### src/design/scia_div.sv
// ----------------------------------------------------------------------------
// scia_div
// Restoring divider, one quotient bit per cycle, quotient saturating to all
// ones when it does not fit or the divisor is zero.
// ----------------------------------------------------------------------------
module scia_div #(
	parameter int NUM_BITS = 128,
	parameter int DEN_BITS = 64,
	parameter int QUO_BITS = 64
) (
	input  logic                clk,
	input  logic                arst_n,
	input  logic                go,
	input  logic [NUM_BITS-1:0] num,
	input  logic [DEN_BITS-1:0] den,
	output logic                done,
	output logic [QUO_BITS-1:0] quo
);
	localparam int CW = $clog2(NUM_BITS + 1);

	logic [NUM_BITS-1:0] num_q;
	logic [DEN_BITS-1:0] den_q;
	logic [DEN_BITS-1:0] rem_q;
	logic [NUM_BITS-1:0] quo_q;
	logic [CW-1:0]       cnt_q;
	logic                run_q;
	logic                ovf_q;
	logic [DEN_BITS:0]   shifted;
	logic                fits;

	assign shifted = {rem_q, num_q[NUM_BITS-1]};
	assign fits    = shifted >= {1'b0, den_q};

	always_ff @(posedge clk or negedge arst_n) begin
		if (!arst_n) begin
			run_q <= 1'b0;
			done  <= 1'b0;
			cnt_q <= '0;
		end else begin
			done <= 1'b0;
			if (go) begin
				run_q <= 1'b1;
				cnt_q <= CW'(NUM_BITS);
			end else if (run_q) begin
				cnt_q <= cnt_q - 1'b1;
				if (cnt_q == CW'(1)) begin
					run_q <= 1'b0;
					done  <= 1'b1;
				end
			end
		end
	end

	always_ff @(posedge clk) begin
		if (go) begin
			num_q <= num;
			den_q <= den;
			rem_q <= '0;
			quo_q <= '0;
			ovf_q <= (den == '0);
		end else if (run_q) begin
			num_q <= num_q << 1;
			quo_q <= {quo_q[NUM_BITS-2:0], fits};
			// The remainder stays below the divisor, so it fits in DEN_BITS bits.
			rem_q <= fits ? DEN_BITS'(shifted - {1'b0, den_q}) : shifted[DEN_BITS-1:0];
		end
	end

	always_comb begin
		quo = quo_q[QUO_BITS-1:0];
		if (ovf_q || (quo_q[NUM_BITS-1:QUO_BITS] != '0))
			quo = '1;
	end
endmodule
### config.mk
export PLATFORM = sky130hd
export DESIGN_NAME = scia_div
export DESIGN_NICKNAME = d
export VERILOG_FILES = /design/src/design/scia_div.sv
export SDC_FILE = /design/constraint.sdc
export NUM_CORES = 1
export LEC_CHECK = 0
export ABC_AREA = 1
export BUFFER_PORTS_ARGS = -buffer_cell sky130_fd_sc_hd__buf_2
export CORE_UTILIZATION = 35
export CTS_BUF_LIST = sky130_fd_sc_hd__clkbuf_16
export CTS_CLUSTER_DIAMETER = 150
export DETAILED_ROUTE_END_ITERATION = 12
export GPL_TIMING_DRIVEN = 0
export PLACE_DENSITY_LB_ADDON = 0.08
export SYNTH_ARGS = -nofsm -noshare
export SYNTH_HDL_FRONTEND = slang
export SYNTH_SLANG_ARGS = --single-unit
### constraint.sdc
create_clock -name clk -period 5.2 [get_ports clk]
set_input_delay 0.26 -clock clk [delete_from_list [all_inputs] [get_ports clk]]
set_output_delay 0.26 -clock clk [all_outputs]
set_load 0.01 [all_outputs]
==> reports/metrics.cfg <==
[run_status]
status=finished, final reports clean

[synth]
synth_area_leaders=edfxtp_1 (27%), nand2_1 (21%), dfxtp_1 (18%), inv_1 (9.7%), ha_1 (3.8%)
avgSynthCellArea_um2=7.22
yosysWarnings=0
yosysTopAreaCell=edfxtp_1
yosysTopAreaCellShare=0.270
syn_nets=3240
syn_area_mm2=0.0215
yosys.cell_types.count=39
syn-instance-count=2978
yosysSeqAreaShare=0.460
synth_seq_cells=395

[sta]
finalSetupViolations=0
fin_crit_sh=0.688
clock_skew_ns=0.0149
fmax_ghz=0.279
rsz0062_at_grt=false
worstMarginPinSlew_ns=1.23
drv_slew=0
finalSetupTns_ns=0
worst_slack_ns=1.62
period_needed_ns=3.58
hold_viol_final=0
maxSlewHeadroom=0.172
hold_ws_ns=0.106

[clocking]
clk_pin_slew_ns=0.06
clock_path_buffers=3
clock-sinks=395
cts-buffers-inserted=46
post_cts_buffers=0
ctsRootBufferMaster=clkbuf_16
htreeDepth=2
cts_tree=yes
insertion_delay_ns=0.60

[setup_path]
critPathBufInv=3
path_cells=inv_1, nand4_1, nor3_1, nand4_1, nor4_2, buf_2, nand2_1, buf_2
cp_top_family=simple AND/OR/NAND/NOR gates
crit_required_ns=4.94
crit_path_end_kind=primary output
cp_slowest_cell=nor4_2
cp_slowest_stage_delay_ns=1.04
critPathLaunchType=flop
crit_fanout=10
criticalPathCategory=flop to primary output
cp.arrival_ns=3.32

[routing]
wl_per_cell_um=16.0
first_pass_iters=6
avgViaCountPerCell=4.65
drt_iter0_markers=1185
antenna_left=0
met2_length_mm=32.1
vias=20000
wl_met1_mm=31.9
finalWirelength_mm=68.7
drc_errors=0
route.met3.wl_mm=3.31
top_layer_used=met5

[power]
power_mw=7.39
ir_worst_vdd_mv=0.229
p_leak_nw=13.6
power_density_mw_per_mm2=271

[cells_and_area]
layout.cells.non_filler=4303
nets=3742
final_cell_mix=nand2_1 (1193), inv_1 (570), buf_2 (274)
drive_above_1_share=0.114
final_common_cell=nand2_1
area_growth_pct=26.7
fin_util=0.450
stdcell_area_mm2=0.0272

[grt]
first_global_vias=19700
grt_pass1_wl_mm=107
grt_max_degree=67
grt.total_usage=0.218
grt_overflow_total=0
antenna_found_initial=7

[placement]
port_buffers=259
dp.cells=4021
gp_congestion=1.01
postPlaceCellArea_mm2=0.0238
place_hpwl_mm=53.6
dp_slack_ns=1.71

[run]
cap_violations=0

[floorplanning]
fp.dieW_um=250
die_h_um=250
start_util=0.356
coreArea_mm2=0.0605
fp-row-count=90
dieArea_mm2=0.0624
io_pins=260

[worst_hold_path]
min_path_type=input pin to async pin

[synthesized netlist by cell type, drive strengths merged]
master	number
or2	1
nand4	25
ha	66
clkbuf	65
dfrtp	10
nor4	35
a21oi	53
and3	1
o21bai	9
o22ai	127
xor2	15
inv	573
nand3b	14
dfxtp	192
nand3	168
nand2	1201
o21ai	38
buf	28
and2	4
xnor2	16
nor2	130
nor3b	1
nor3	11
edfxtp	193
a31oi	1
fa	1
[layer usage]
metal,global-route usage,vias to the layer above
met1,0.289,9143
met2,0.368,452
met4,0.0550,4
met3,0.0362,98
li1,-,10300
met5,0,-
[what timing repair did]
item	in CTS	in global routing
resized for setup	0	0
endpoints found under the setup margin	0	0
hold endpoints to repair	202	0
hold buffers	193	0
[kinds of logic (layout without fill, tap and decap cells)]
logic type               after synthesis  after routing  synth area share
flip-flops                           395            395             0.460
XOR/XNOR                              31             31            0.0126
AND/OR/NAND/NOR                     1591           1591             0.306
AO/OA/AOI/OAI                        228            228            0.0616
other                                  0              4                 0
adder cells (fa/ha/maj)               67             67            0.0393
buffers and inverters                666           1205             0.120
[worst register-to-register path: stages (launching register included)]
cell and delay [ns]:
edfxtp_1 0.34, inv_1 0.05, ha_1 0.37, nand2_1 0.14, inv_1 0.06, nand2_1 0.07
nand2_1 0.05, nand2_1 0.06, nand3_2 0.14, nand2_1 0.11, nand2_2 0.11, nand2_1 0.12
nand2_2 0.09, nand2_4 0.18, clkbuf_1 0.63, nand3_1 0.15, nand3_1 0.18, o21ai_1 0.08
[sequential cells by signal (all words and copies together) (netlist names)]
name   cells
run_q      1
quo_q    128
den_q     64
cnt_q      8
done       1
ovf_q      1
rem_q     64
num_q    128
[path summary, 6_finish.rpt]
kind	to	startpoint	cells past startpoint	slack [ns]
worst min-delay path	cnt_q[5]	arst_n	2	0.11
min in group clk	den_q[9]	go	1	0.33
max in group asynchronous	cnt_q[1]	arst_n	2	4.89
worst max register to register	rem_q[15]	den_q[3]	17	2.15
worst min register to register	quo_q[127]	quo_q[127]	2	0.46
worst max-delay path	quo[21]	quo_q[67]	8	1.62
[report_power, final]
group | internal, mW | switching [mW] | leakage, nW
clock | 1.75 | 1.35 | 0.768
sequential | 3.45 | 0.0554 | 3.71
combinational | 0.329 | 0.463 | 9.17
total | 5.52 | 1.86 | 13.6
[area by class of cell]
type | instances | area [µm²]
sequential | 395 | 9890
inverter | 573 | 2150
clock inverter | 38 | 278
timing repair buffer | 454 | 3290
tap | 782 | 978
multi-input combinational | 1917 | 9030
buffer | 93 | 435
clock buffer | 47 | 1180
fill | 6273 | 33200
antenna | 4 | 10.0
Note: power is estimated with default switching activity, not from simulation.
